File: src/hdl/paged_frame_allocator_top_macros.svh
// Assertion macros for the paged frame allocator.
// Included by the top level; expects clk_i and rst_ni in scope.
`ifndef PAGED_FRAME_ALLOCATOR_TOP_MACROS_SVH
`define PAGED_FRAME_ALLOCATOR_TOP_MACROS_SVH
`ifndef SYNTHESIS
`define PFA_ASSERT_IMP(lbl, ante, cons) \
  lbl: assert property (@(posedge clk_i) disable iff (!rst_ni) (ante) |-> (cons)) \
    else $error("pfa: same-cycle check failed");
`define PFA_ASSERT_NXT(lbl, ante, cons) \
  lbl: assert property (@(posedge clk_i) disable iff (!rst_ni) (ante) |=> (cons)) \
    else $error("pfa: next-cycle check failed");
`else
`define PFA_ASSERT_IMP(lbl, ante, cons)
`define PFA_ASSERT_NXT(lbl, ante, cons)
`endif
`endif

File: src/hdl/pfa_pkg.sv
// Shared types and constants for the paged frame allocator.
// No dependencies.
package pfa_pkg;

  localparam int unsigned FUNC_W   = 2;
  localparam int unsigned SIZE_W   = 20;
  localparam int unsigned PID_W    = 7;
  localparam int unsigned STATUS_W = 3;
  localparam int unsigned FIDX_W   = 8;
  localparam int unsigned POFF_W   = 12;
  localparam int unsigned PAGE_W   = 13;
  localparam int unsigned FCNT_W   = 9;
  localparam int unsigned CFG_IDX_W = 1;

  localparam logic [PAGE_W-1:0] PAGE_MAX       = PAGE_W'(4096);
  localparam logic [PAGE_W-1:0] PAGE_RESET     = PAGE_W'(256);
  localparam logic [FCNT_W-1:0] FCNT_RESET     = FCNT_W'(256);

  localparam logic [CFG_IDX_W-1:0] CFG_PAGE_SIZE   = 1'b0;
  localparam logic [CFG_IDX_W-1:0] CFG_FRAME_COUNT = 1'b1;

  typedef enum logic [FUNC_W-1:0] {
    FUNC_INSERT = 2'd0,
    FUNC_FIND   = 2'd1,
    FUNC_DELETE = 2'd2
  } func_e;

  typedef enum logic [STATUS_W-1:0] {
    ST_OK       = 3'd0,
    ST_NOMEM    = 3'd1,
    ST_NOPROC   = 3'd2,
    ST_NOBYTE   = 3'd3,
    ST_NOTFOUND = 3'd4,
    ST_NOIDS    = 3'd5
  } status_e;

  // controller -> datapath
  typedef struct packed {
    logic clear;     // clearing pass, one frame per cycle
    logic accept;    // latch request word
    logic decide;    // evaluate checks that need no scan
    logic scan;      // walk the frame table
    logic load_out;  // move result into output register
  } cmd_t;

  // datapath -> controller
  typedef struct packed {
    logic clear_last;
    logic early;
    logic scan_done;
    logic out_free;
  } sts_t;

endpackage

File: src/hdl/pfa_ram.sv
// Generic simple dual-port RAM, one write and one registered read port.
// No dependencies.
module pfa_ram #(
  parameter int unsigned Width = 8,
  parameter int unsigned Depth = 16
) (
  input  logic                                   clk_i,
  input  logic                                   we_i,
  input  logic [(Depth > 1 ? $clog2(Depth) : 1)-1:0] waddr_i,
  input  logic [Width-1:0]                       wdata_i,
  input  logic [(Depth > 1 ? $clog2(Depth) : 1)-1:0] raddr_i,
  output logic [Width-1:0]                       rdata_o
);

  logic [Width-1:0] mem_q [Depth];
  logic [Width-1:0] rdata_q;

  always_ff @(posedge clk_i) begin
    if (we_i) begin
      mem_q[waddr_i] <= wdata_i;
    end
    rdata_q <= mem_q[raddr_i];
  end

  assign rdata_o = rdata_q;

endmodule

File: src/hdl/pfa_ctrl.sv
// Sequencer for the paged frame allocator: clear pass, decide, scan, finish.
// Depends on pfa_pkg.
module pfa_ctrl (
  input  logic          clk_i,
  input  logic          rst_ni,
  input  logic          in_valid_i,
  input  pfa_pkg::sts_t sts_i,
  output pfa_pkg::cmd_t cmd_o,
  output logic          in_stall_o
);

  typedef enum logic [2:0] {
    S_CLEAR,
    S_IDLE,
    S_DECIDE,
    S_SCAN,
    S_FINISH
  } state_e;

  state_e state_q;
  logic   stall_q;

  always_comb begin
    cmd_o          = '0;
    cmd_o.clear    = (state_q == S_CLEAR);
    cmd_o.accept   = (state_q == S_IDLE) && in_valid_i && !stall_q;
    cmd_o.decide   = (state_q == S_DECIDE);
    cmd_o.scan     = (state_q == S_SCAN);
    cmd_o.load_out = (state_q == S_FINISH) && sts_i.out_free;
  end

  always_ff @(posedge clk_i or negedge rst_ni) begin
    if (!rst_ni) begin
      state_q <= S_CLEAR;
      stall_q <= 1'b1;
    end else begin
      unique case (state_q)
        S_CLEAR: begin
          if (sts_i.clear_last) begin
            state_q <= S_IDLE;
            stall_q <= 1'b0;
          end
        end
        S_IDLE: begin
          if (in_valid_i && !stall_q) begin
            state_q <= S_DECIDE;
            stall_q <= 1'b1;
          end
        end
        S_DECIDE: begin
          state_q <= sts_i.early ? S_FINISH : S_SCAN;
        end
        S_SCAN: begin
          if (sts_i.scan_done) begin
            state_q <= S_FINISH;
          end
        end
        S_FINISH: begin
          if (sts_i.out_free) begin
            state_q <= S_IDLE;
            stall_q <= 1'b0;
          end
        end
        default: begin
          state_q <= S_CLEAR;
          stall_q <= 1'b1;
        end
      endcase
    end
  end

  assign in_stall_o = stall_q;

endmodule

File: src/hdl/pfa_dp.sv
// Datapath: config registers, frame owner and size tables, scan pipeline, result register.
// Depends on pfa_pkg and pfa_ram.
module pfa_dp #(
  parameter int unsigned MaxFrames = 256,
  parameter int unsigned MaxProcs  = 128
) (
  input  logic                               clk_i,
  input  logic                               rst_ni,
  input  pfa_pkg::cmd_t                      cmd_i,
  output pfa_pkg::sts_t                      sts_o,
  input  logic                               cfg_valid_i,
  input  logic [pfa_pkg::CFG_IDX_W-1:0]      cfg_index_i,
  input  logic [pfa_pkg::PAGE_W-1:0]         cfg_data_i,
  input  logic [pfa_pkg::FUNC_W-1:0]         func_i,
  input  logic [pfa_pkg::SIZE_W-1:0]         proc_size_i,
  input  logic [pfa_pkg::PID_W-1:0]          proc_id_i,
  input  logic [pfa_pkg::SIZE_W-1:0]         byte_num_i,
  input  logic                               out_stall_i,
  output logic                               out_valid_o,
  output logic [pfa_pkg::STATUS_W-1:0]       status_o,
  output logic [pfa_pkg::PID_W-1:0]          assigned_id_o,
  output logic [pfa_pkg::FIDX_W-1:0]         frame_index_o,
  output logic [pfa_pkg::POFF_W-1:0]         page_offset_o
);

  localparam int unsigned FaW  = (MaxFrames > 1) ? $clog2(MaxFrames) : 1;
  localparam int unsigned FcW  = $clog2(MaxFrames + 1);
  localparam int unsigned OwnW = $clog2(MaxProcs);
  localparam int unsigned IdW  = $clog2(MaxProcs + 1);
  localparam int unsigned SzW  = pfa_pkg::SIZE_W;

  // config
  logic [pfa_pkg::PAGE_W-1:0] page_size_q;
  logic [pfa_pkg::FCNT_W-1:0] frame_count_q;
  logic [pfa_pkg::PAGE_W-1:0] pg_eff;
  logic [SzW-1:0]             pg;
  logic [FcW-1:0]             nf;

  // request
  logic [pfa_pkg::FUNC_W-1:0] op_q;
  logic [OwnW-1:0]            pid_q;
  logic                       pid_ok_q;
  logic                       ids_out_q;
  logic [SzW-1:0]             byte_q;
  logic [IdW-1:0]             next_id_q;
  logic [IdW-1:0]             id_q;

  // scan
  logic [FcW-1:0]  rd_idx_q, rd_idx_d;
  logic            chk_vld_q, chk_vld_d;
  logic [FaW-1:0]  chk_idx_q;
  logic [SzW-1:0]  left_q, left_d;
  logic [SzW-1:0]  rem_q, rem_d;
  logic            hit_q, hit_d;
  logic [FaW-1:0]  fidx_q, fidx_d;
  logic [pfa_pkg::POFF_W-1:0] poff_q, poff_d;
  logic            stop_now, issue, proc_en;

  // decisions
  logic                         early_q;
  logic [pfa_pkg::STATUS_W-1:0] early_st_q;
  logic                         early;
  logic [pfa_pkg::STATUS_W-1:0] early_st, scan_st, final_st;

  // RAM ports
  logic            own_we;
  logic [FaW-1:0]  own_waddr;
  logic [OwnW-1:0] own_wdata;
  logic [OwnW-1:0] own_rdata;
  logic            size_we;
  logic [SzW-1:0]  size_rdata;

  // output register
  logic                         out_valid_q;
  logic [pfa_pkg::STATUS_W-1:0] status_q;
  logic [pfa_pkg::PID_W-1:0]    aid_q;
  logic [pfa_pkg::FIDX_W-1:0]   fout_q;
  logic [pfa_pkg::POFF_W-1:0]   pout_q;

  // effective page size and frame count
  always_comb begin
    if (page_size_q == '0) begin
      pg_eff = pfa_pkg::PAGE_W'(1);
    end else if (page_size_q > pfa_pkg::PAGE_MAX) begin
      pg_eff = pfa_pkg::PAGE_MAX;
    end else begin
      pg_eff = page_size_q;
    end
  end
  assign pg = SzW'(pg_eff);
  assign nf = (32'(frame_count_q) > 32'(MaxFrames)) ? FcW'(MaxFrames) : FcW'(frame_count_q);

  always_ff @(posedge clk_i or negedge rst_ni) begin
    if (!rst_ni) begin
      page_size_q   <= pfa_pkg::PAGE_RESET;
      frame_count_q <= pfa_pkg::FCNT_RESET;
    end else if (cfg_valid_i) begin
      unique case (cfg_index_i)
        pfa_pkg::CFG_PAGE_SIZE:   page_size_q   <= cfg_data_i;
        pfa_pkg::CFG_FRAME_COUNT: frame_count_q <= cfg_data_i[pfa_pkg::FCNT_W-1:0];
        default: ;
      endcase
    end
  end

  // scan control
  assign stop_now = ((op_q == pfa_pkg::FUNC_INSERT) && (left_q == '0)) ||
                    ((op_q == pfa_pkg::FUNC_FIND) && hit_q);
  assign issue    = cmd_i.scan && !stop_now && (rd_idx_q < nf);
  assign proc_en  = cmd_i.scan && chk_vld_q && !stop_now;

  always_comb begin
    rd_idx_d  = rd_idx_q;
    chk_vld_d = chk_vld_q;
    left_d    = left_q;
    rem_d     = rem_q;
    hit_d     = hit_q;
    fidx_d    = fidx_q;
    poff_d    = poff_q;
    own_we    = 1'b0;
    own_waddr = chk_idx_q;
    own_wdata = '0;
    if (cmd_i.clear) begin
      rd_idx_d  = rd_idx_q + FcW'(1);
      own_we    = 1'b1;
      own_waddr = rd_idx_q[FaW-1:0];
    end else if (cmd_i.accept) begin
      rd_idx_d  = '0;
      chk_vld_d = 1'b0;
      left_d    = proc_size_i;
      rem_d     = byte_num_i - SzW'(1);
      hit_d     = 1'b0;
      fidx_d    = '0;
      poff_d    = '0;
    end else if (cmd_i.scan) begin
      chk_vld_d = issue;
      if (issue) begin
        rd_idx_d = rd_idx_q + FcW'(1);
      end
      if (proc_en) begin
        case (op_q)
          pfa_pkg::FUNC_INSERT: begin
            if (own_rdata == '0) begin
              own_we    = 1'b1;
              own_wdata = OwnW'(id_q);
              left_d    = (left_q > pg) ? (left_q - pg) : '0;
            end
          end
          pfa_pkg::FUNC_FIND: begin
            if (own_rdata == pid_q) begin
              if (rem_q < pg) begin
                hit_d  = 1'b1;
                fidx_d = chk_idx_q;
                poff_d = rem_q[pfa_pkg::POFF_W-1:0];
              end else begin
                rem_d = rem_q - pg;
              end
            end
          end
          pfa_pkg::FUNC_DELETE: begin
            if (own_rdata == pid_q) begin
              own_we = 1'b1;
            end
          end
          default: ;
        endcase
      end
    end
  end

  always_ff @(posedge clk_i or negedge rst_ni) begin
    if (!rst_ni) begin
      rd_idx_q  <= '0;
      chk_vld_q <= 1'b0;
      next_id_q <= IdW'(1);
    end else begin
      rd_idx_q  <= rd_idx_d;
      chk_vld_q <= chk_vld_d;
      if (cmd_i.accept && (func_i == pfa_pkg::FUNC_INSERT) &&
          (next_id_q < IdW'(MaxProcs))) begin
        next_id_q <= next_id_q + IdW'(1);
      end
    end
  end

  always_ff @(posedge clk_i) begin
    chk_idx_q <= rd_idx_q[FaW-1:0];
    left_q    <= left_d;
    rem_q     <= rem_d;
    hit_q     <= hit_d;
    fidx_q    <= fidx_d;
    poff_q    <= poff_d;
    if (cmd_i.accept) begin
      op_q      <= func_i;
      pid_q     <= OwnW'(proc_id_i);
      pid_ok_q  <= (proc_id_i != '0) && (32'(proc_id_i) < 32'(next_id_q));
      ids_out_q <= (next_id_q >= IdW'(MaxProcs));
      byte_q    <= byte_num_i;
      id_q      <= next_id_q;
    end
    if (cmd_i.decide) begin
      early_q    <= early;
      early_st_q <= early_st;
    end
  end

  // checks that settle without a scan; size read data is valid in the decide cycle
  always_comb begin
    early    = 1'b0;
    early_st = pfa_pkg::ST_OK;
    case (op_q)
      pfa_pkg::FUNC_INSERT: begin
        early    = ids_out_q;
        early_st = pfa_pkg::ST_NOIDS;
      end
      pfa_pkg::FUNC_FIND: begin
        if (!pid_ok_q) begin
          early    = 1'b1;
          early_st = pfa_pkg::ST_NOPROC;
        end else if ((byte_q == '0) || (byte_q > size_rdata)) begin
          early    = 1'b1;
          early_st = pfa_pkg::ST_NOBYTE;
        end
      end
      pfa_pkg::FUNC_DELETE: begin
        early    = !pid_ok_q;
        early_st = pfa_pkg::ST_NOPROC;
      end
      default: early = 1'b1;
    endcase
  end

  always_comb begin
    case (op_q)
      pfa_pkg::FUNC_INSERT: scan_st = (left_q == '0) ? pfa_pkg::ST_OK : pfa_pkg::ST_NOMEM;
      pfa_pkg::FUNC_FIND:   scan_st = hit_q ? pfa_pkg::ST_OK : pfa_pkg::ST_NOTFOUND;
      default:              scan_st = pfa_pkg::ST_OK;
    endcase
  end
  assign final_st = early_q ? early_st_q : scan_st;

  pfa_ram #(
    .Width (OwnW),
    .Depth (MaxFrames)
  ) u_owner_ram (
    .clk_i   (clk_i),
    .we_i    (own_we),
    .waddr_i (own_waddr),
    .wdata_i (own_wdata),
    .raddr_i (rd_idx_q[FaW-1:0]),
    .rdata_o (own_rdata)
  );

  assign size_we = cmd_i.accept && (func_i == pfa_pkg::FUNC_INSERT) &&
                   (next_id_q < IdW'(MaxProcs));

  pfa_ram #(
    .Width (SzW),
    .Depth (MaxProcs)
  ) u_size_ram (
    .clk_i   (clk_i),
    .we_i    (size_we),
    .waddr_i (next_id_q[OwnW-1:0]),
    .wdata_i (proc_size_i),
    .raddr_i (OwnW'(proc_id_i)),
    .rdata_o (size_rdata)
  );

  // output register
  always_ff @(posedge clk_i or negedge rst_ni) begin
    if (!rst_ni) begin
      out_valid_q <= 1'b0;
    end else if (cmd_i.load_out) begin
      out_valid_q <= 1'b1;
    end else if (!out_stall_i) begin
      out_valid_q <= 1'b0;
    end
  end

  always_ff @(posedge clk_i) begin
    if (cmd_i.load_out) begin
      status_q <= final_st;
      aid_q    <= ((op_q == pfa_pkg::FUNC_INSERT) && !ids_out_q) ?
                  pfa_pkg::PID_W'(id_q) : '0;
      if ((op_q == pfa_pkg::FUNC_FIND) && (final_st == pfa_pkg::ST_OK)) begin
        fout_q <= pfa_pkg::FIDX_W'(fidx_q);
        pout_q <= poff_q;
      end else begin
        fout_q <= '0;
        pout_q <= '0;
      end
    end
  end

  assign sts_o.clear_last = (rd_idx_q == FcW'(MaxFrames - 1));
  assign sts_o.early      = early;
  assign sts_o.scan_done  = stop_now || ((rd_idx_q >= nf) && !chk_vld_q);
  assign sts_o.out_free   = !out_valid_q || !out_stall_i;

  assign out_valid_o   = out_valid_q;
  assign status_o      = status_q;
  assign assigned_id_o = aid_q;
  assign frame_index_o = fout_q;
  assign page_offset_o = pout_q;

endmodule

File: src/hdl/paged_frame_allocator_top.sv
// Paged frame allocator: frame ownership table with insert, find and delete requests.
// Depends on pfa_pkg, pfa_ctrl, pfa_dp (with pfa_ram), paged_frame_allocator_top_macros.svh.
//
// Channels: request words (func, proc_size, proc_id, byte_num) enter on in_valid_i and
// are taken at an edge with in_valid_i high and in_stall_o low. One result word
// (status, assigned_id, frame_index, page_offset) leaves per request on out_valid_o and
// is taken when out_stall_i is low. Config writes (page_size at index 0, frame_count at
// index 1) go on cfg_valid_i/cfg_ready_o; the user is to make them only while no
// request is in flight, which the block does not enforce. Timing: one request at a
// time. A request settled by its checks alone (id exhausted, bad id, bad byte, unused
// func) skips the scan and goes from its decide step to its finish step. A request that
// walks the frame table reads one frame per cycle from the single owner RAM read port,
// up to frame_count frames; insert and find may end the scan early. A new request is
// taken the cycle after the result is registered, even while that result still waits
// on the receiver. Reset: the owner table is cleared by a pass over all MaxFrames
// frames, one frame per cycle, during which in_stall_o stays high; config writes are
// taken as ever. Process ids restart at one. Stall: while out_stall_i holds the result,
// a finished second request waits in its last step until the output register frees.
`include "paged_frame_allocator_top_macros.svh"

module paged_frame_allocator_top #(
  parameter int unsigned MaxFrames = 256,
  parameter int unsigned MaxProcs  = 128
) (
  input  logic                               clk_i,
  input  logic                               rst_ni,
  // request channel
  input  logic                               in_valid_i,
  output logic                               in_stall_o,
  input  logic [pfa_pkg::FUNC_W-1:0]         func_i,
  input  logic [pfa_pkg::SIZE_W-1:0]         proc_size_i,
  input  logic [pfa_pkg::PID_W-1:0]          proc_id_i,
  input  logic [pfa_pkg::SIZE_W-1:0]         byte_num_i,
  // result channel
  output logic                               out_valid_o,
  input  logic                               out_stall_i,
  output logic [pfa_pkg::STATUS_W-1:0]       status_o,
  output logic [pfa_pkg::PID_W-1:0]          assigned_id_o,
  output logic [pfa_pkg::FIDX_W-1:0]         frame_index_o,
  output logic [pfa_pkg::POFF_W-1:0]         page_offset_o,
  // config write channel
  input  logic                               cfg_valid_i,
  output logic                               cfg_ready_o,
  input  logic [pfa_pkg::CFG_IDX_W-1:0]      cfg_index_i,
  input  logic [pfa_pkg::PAGE_W-1:0]         cfg_data_i
);

  pfa_pkg::cmd_t cmd;
  pfa_pkg::sts_t sts;

  // config registers always take a write
  assign cfg_ready_o = 1'b1;

  pfa_ctrl u_ctrl (
    .clk_i      (clk_i),
    .rst_ni     (rst_ni),
    .in_valid_i (in_valid_i),
    .sts_i      (sts),
    .cmd_o      (cmd),
    .in_stall_o (in_stall_o)
  );

  pfa_dp #(
    .MaxFrames (MaxFrames),
    .MaxProcs  (MaxProcs)
  ) u_dp (
    .clk_i         (clk_i),
    .rst_ni        (rst_ni),
    .cmd_i         (cmd),
    .sts_o         (sts),
    .cfg_valid_i   (cfg_valid_i && cfg_ready_o),
    .cfg_index_i   (cfg_index_i),
    .cfg_data_i    (cfg_data_i),
    .func_i        (func_i),
    .proc_size_i   (proc_size_i),
    .proc_id_i     (proc_id_i),
    .byte_num_i    (byte_num_i),
    .out_stall_i   (out_stall_i),
    .out_valid_o   (out_valid_o),
    .status_o      (status_o),
    .assigned_id_o (assigned_id_o),
    .frame_index_o (frame_index_o),
    .page_offset_o (page_offset_o)
  );

  // a result is never loaded over one the receiver still holds
  `PFA_ASSERT_IMP(a_no_overwrite, cmd.load_out, !(out_valid_o && out_stall_i))
  // a loaded result shows up on the port next cycle
  `PFA_ASSERT_NXT(a_load_shows, cmd.load_out, out_valid_o)
  // one request at a time: busy right after taking a word
  `PFA_ASSERT_NXT(a_busy_after_accept, in_valid_i && !in_stall_o, in_stall_o)
  // frame and offset only travel with a good status
  `PFA_ASSERT_IMP(a_loc_only_ok, out_valid_o && (status_o != pfa_pkg::ST_OK), (frame_index_o == '0) && (page_offset_o == '0))

endmodule
File: config.mk
export PLATFORM = sky130hd
export DESIGN_NAME = paged_frame_allocator_top
export DESIGN_NICKNAME = d
export VERILOG_FILES = /design/src/hdl/pfa_pkg.sv /design/src/hdl/pfa_ram.sv /design/src/hdl/pfa_ctrl.sv /design/src/hdl/pfa_dp.sv /design/src/hdl/paged_frame_allocator_top.sv
export VERILOG_INCLUDE_DIRS = /design/src /design/src/hdl
export SDC_FILE = /design/constraint.sdc
export NUM_CORES = 2
export LEC_CHECK = 0
export BUFFER_PORTS_ARGS = -buffer_cell sky130_fd_sc_hd__clkbuf_2
export CELL_PAD_IN_SITES_DETAIL_PLACEMENT = 0
export CELL_PAD_IN_SITES_GLOBAL_PLACEMENT = 1
export CORE_MARGIN = 1.5
export CORE_UTILIZATION = 30
export CTS_CLUSTER_SIZE = 28
export DETAILED_ROUTE_END_ITERATION = 7
export GPL_TIMING_DRIVEN = 0
export PLACE_DENSITY = 0.58
export SYNTH_ARGS = -nofsm -noshare
export SYNTH_HDL_FRONTEND = slang
export SYNTH_HIERARCHICAL = 1
export SYNTH_MEMORY_MAX_BITS = 65536
export SYNTH_SLANG_ARGS = --single-unit
export TNS_END_PERCENT = 50
File: constraint.sdc
create_clock -name clk_i -period 9.6 [get_ports clk_i]
set_input_delay 1.44 -clock clk_i [delete_from_list [all_inputs] [get_ports clk_i]]
set_output_delay 1.44 -clock clk_i [all_outputs]
set_load 0.02 [all_outputs]
==> results_dict.tcl <==
set metrics [dict create \
    synth_cells 8184 \
    grt_pass1_vias 89600 \
    htree_levels 5 \
    syn_to_final_growth_pct 16.4 \
    grt_pass1_wl_mm 714 \
    clock.fmax_mhz 149 \
    gp_congestion 0.889 \
    antenna_found_initial 42 \
    cp_common_cell "clkbuf_2" \
    cts_hold_buf 0 \
    violations "capacitance limit, slew limit" \
    finalInstanceArea_um2 208000 \
    cp_max_fo 11 \
    yosysSeqAreaShare_pct 76.3 \
    io_pins 101 \
    cts_buffers 445 \
    reg2reg_from "u_ctrl/state_q[0]" \
    setup_slack_ns 2.91 \
    rsz0062_at_grt "no" \
    cp_num_cells 12 \
    fill_cells 54700 \
    startpoint_type "input port" \
    synthesis.nets 8320 \
    synthFlopType "edfxtp_1" \
    clockPowerShare_pct 42.4 \
    antenna_left 0 \
    num_rows 283 \
    async_reset_ff_share_pct 0.986 \
    drc_errors 0 \
    layout-drive-gt1-share_pct 27.8 \
    r2r_slack_ns 2.91 \
    globalRouteTotalUtil_pct 16.7 \
    routed_via_density 5.19 \
    crit_start "in_valid_i" \
    cp_slowest_stage_delay_ns 0.86 \
    intPower_w 0.0320 \
    timing.rr.end "u_dp/u_size_ram/mem_q[46][16]" \
    final_hold_viol_count 0 \
    power_density_nw_per_um2 195 \
    finalCritPeriodShare_pct 69.7 \
    coreArea_um2 594000 \
    grt_start_max_net_pins 125 \
    dpl_worst_slack_ns 1.96 \
    cts.sinks 4565 \
    path_clk_slew_ns 0.06 \
    grt-ovfl-total 0 \
    p_seq_share_pct 53.7 \
    die_x_um 775 \
    drt_iter0_drc 10700 \
    worst_path_max_delay_cell "nand3_1" \
    hold_slack_ns 0.371 \
    critPathArrivalTime_ns 7.42 \
    ys_ff_latch 4565 \
    fin_nets 9071 \
    skew_ns 0.0734 \
    tns_ns 0 \
    critPathTopFamily "simple AND/OR/NAND/NOR gates" \
    via_count 89200 \
    max-cap-violations 3 \
    ys_types 100 \
    cts-resized-gates 0 \
    hpwlAfterDp_mm 354 \
    post-cts-setup-buffers 0 \
    power_frac_comb_pct 3.8 \
    hold_class "input port to async pin" \
    clock_path_buffers 4 \
    yosysWarnings 6 \
    postLayoutCoreUtil_pct 35.0 \
    totalWireLength_mm 519 \
    setup_violations 0 \
    dieHeight_um 775 \
    p_switching_w 0.00861 \
    ff_latch_area_um2 137000 \
    ff2ff_path_depth 12 \
    required_ns 10.33 \
    syn_avg_cell_area_um2 21.9 \
    vdd.ir_drop.worst_v 0.000185 \
    path_buf_inv 6 \
    fin_crit_ns 6.69 \
    io_buffers 99 \
    placed_cell_area_um2 194000 \
    critical_path_class "input port to flip-flop" \
    start_util_pct 30.1 \
    cts_root_buf "clkbuf_16" \
    tightestPinTransition_ns 1.52 \
    multiInputGateArea_um2 40200 \
    final-max-slew-violation-count 3 \
    endpoint "u_dp/u_size_ram/mem_q[46][16]" \
    relSlewSlack_pct -2.53 \
    leakage_nw 60.9 \
    synth-edff-count 4485 \
    netlist_area_um2 179000 \
    wl_per_cell_um 30.2 \
    clk_latency_ns 1.06 \
    end_kind "flip-flop" \
    drtPass1Iterations 6 \
    path_cells "clkbuf_2 > nand2b_1 > nor3_2 > buf_2 > clkinv_1 > nor4_4 > clkbuf_1 > nor2b_1 > nand3_1 > clkbuf_2 > nor2_2 > buf_8" \
    cts_tree "done" \
    status "finished with violations" \
    p_sw_share_pct 21.2 \
    dieArea_um2 601000 \
]
-- worst reg2reg max path: cells and delay by family (launching register included) --
kind                   cells  cell delay [ns]
and+or+nand+nor            6             3.26
buffers and inverters      6             2.81
DFF                        1             0.36
-- power by group through the flow --
stage	Sequential (W)	Combinational (W)	Clock (W)
after floorplan	0.0222	0.000800	0
after global placement	0.0223	0.00150	0
after detailed placement	0.0222	0.00156	0
after CTS	0.0218	0.00157	0.0176
after global routing	0.0218	0.00164	0.0183
final	0.0218	0.00156	0.0172
-- how the worst min path moves through the flow --
stage	startpoint	to	slack, ns	cells after the start
after floorplan	u_dp/rd_idx_q[1]	u_dp/chk_idx_q[1]	0.43	0
after detailed placement	u_dp/frame_count_q[5]	u_dp/frame_count_q[5]	0.49	1
after global routing	rst_ni	u_dp/page_size_q[1]	0.33	1
after global placement	u_dp/frame_count_q[0]	u_dp/frame_count_q[0]	0.50	1
after CTS	u_dp/frame_count_q[5]	u_dp/frame_count_q[5]	0.51	1
final	rst_ni	u_dp/out_valid_o	0.37	1
-- cells in the mapped netlist (11+ instances only) --
cell          n  share of area, %
a2111oi_0    11             0.054
a21o_1       21             0.088
a21oi_1      84              0.23
a221oi_1     23              0.11
a22o_1       25              0.12
a22oi_1      62              0.26
and2_1       35              0.12
and3_1       25             0.087
buf_1        15             0.031
buf_12       11              0.12
buf_2       119              0.33
buf_4        23             0.097
buf_6        22              0.14
buf_8        11             0.092
clkbuf_1    234              0.49
dfrtp_1      41              0.57
dfxtp_1      35              0.39
edfxtp_1   4485                75
ha_1         66              0.46
inv_1        53              0.11
mux2_2       52              0.33
mux2i_1     163              0.91
mux4_2     1220                15
nand2_1     174              0.37
nand2b_1     30              0.10
nand3_1      76              0.21
nand4_1      25             0.087
nor2_1      467              0.98
nor2b_1      52              0.18
nor3_1       75              0.21
nor4_1       55              0.19
o2111ai_1    15             0.073
o21ai_0      54              0.15
o22ai_1      72              0.25
xnor2_1      28              0.14
xor2_1       24              0.12
-- sequential cells by signal, indices dropped and copies added, names as in the netlist, 9 cells and up --
name / cells
u_dp/page_size_q: 13
u_dp/rd_idx_q: 9
u_dp/rem_q: 20
u_dp/u_size_ram/mem_q: 2560
u_dp/page_offset_o: 12
u_dp/poff_q: 12
u_dp/byte_q: 20
u_dp/u_owner_ram/mem_q: 1792
u_dp/left_q: 20
u_dp/u_size_ram/rdata_o: 20
u_dp/frame_count_q: 9
-- routing by layer --
metal  wire length, um  track usage, %  part of all wire, %  vias to the layer above
met2            249000            27.4                   48                     3550
met3             36600            2.37                  7.1                      691
met5                42               0               0.0081                        -
met4             17100            5.12                  3.3                        6
met1            217000            23.2                   42                    48800
li1                  -               -                    -                    36100
-- logic make-up (layout without fill, tap and decap cells) --
group	after synthesis	after routing	synth area share, %
mux	1445	1445	16.7
simple gates	1060	1060	2.78
flops	4565	4565	76.3
fa+ha+maj	68	68	0.484
buf+inv	494	1620	1.43
compound gates	499	499	2.00
xor+xnor	52	52	0.255
other cells	1	28	0.00210
-- cells in the final DEF, fill, tap and decap left out, types with 27 or more instances in the layout --
cell type	netlist	layout
diode_2	0	27
nor2_2	0	119
mux4_2	1220	1220
a22oi_1	62	62
dfxtp_1	35	35
inv_1	53	53
ha_1	66	66
bufinv_16	0	37
nor4_1	55	55
buf_2	119	121
mux2i_1	163	163
nand2b_1	30	30
buf_6	22	44
nor2_1	467	348
and2_1	35	28
mux2_2	52	52
nand2_1	174	174
buf_8	11	91
clkbuf_1	234	296
nand3_1	76	76
nor3_1	75	64
o22ai_1	72	72
buf_16	0	82
o21ai_0	54	54
clkinv_1	3	115
clkbuf_2	2	112
xnor2_1	28	28
a21oi_1	84	83
clkbuf_16	0	450
nor2b_1	52	52
clkinv_2	0	86
dfrtp_1	41	41
edfxtp_1	4485	4485
buf_4	23	29
-- layout make-up --
class,instances,share of cell area (%)
flip-flops and latches,4565,65.6
diodes,27,0.0325
well taps,7837,4.71
inverters,57,0.103
plain buffers,437,1.15
clock buffers,546,5.59
repair buffers,304,2.26
multi-input cells,3125,19.3
clock inverters,276,1.25
-- stage by stage --
stage	power (W)	cells
after floorplan	0.0230	8184
after global placement	0.0238	16100
after detailed placement	0.0238	16300
after CTS	0.0409	17100
after global routing	0.0417	17200
final	0.0406	17200
No activity file was read; power rests on OpenSTA's default activity.
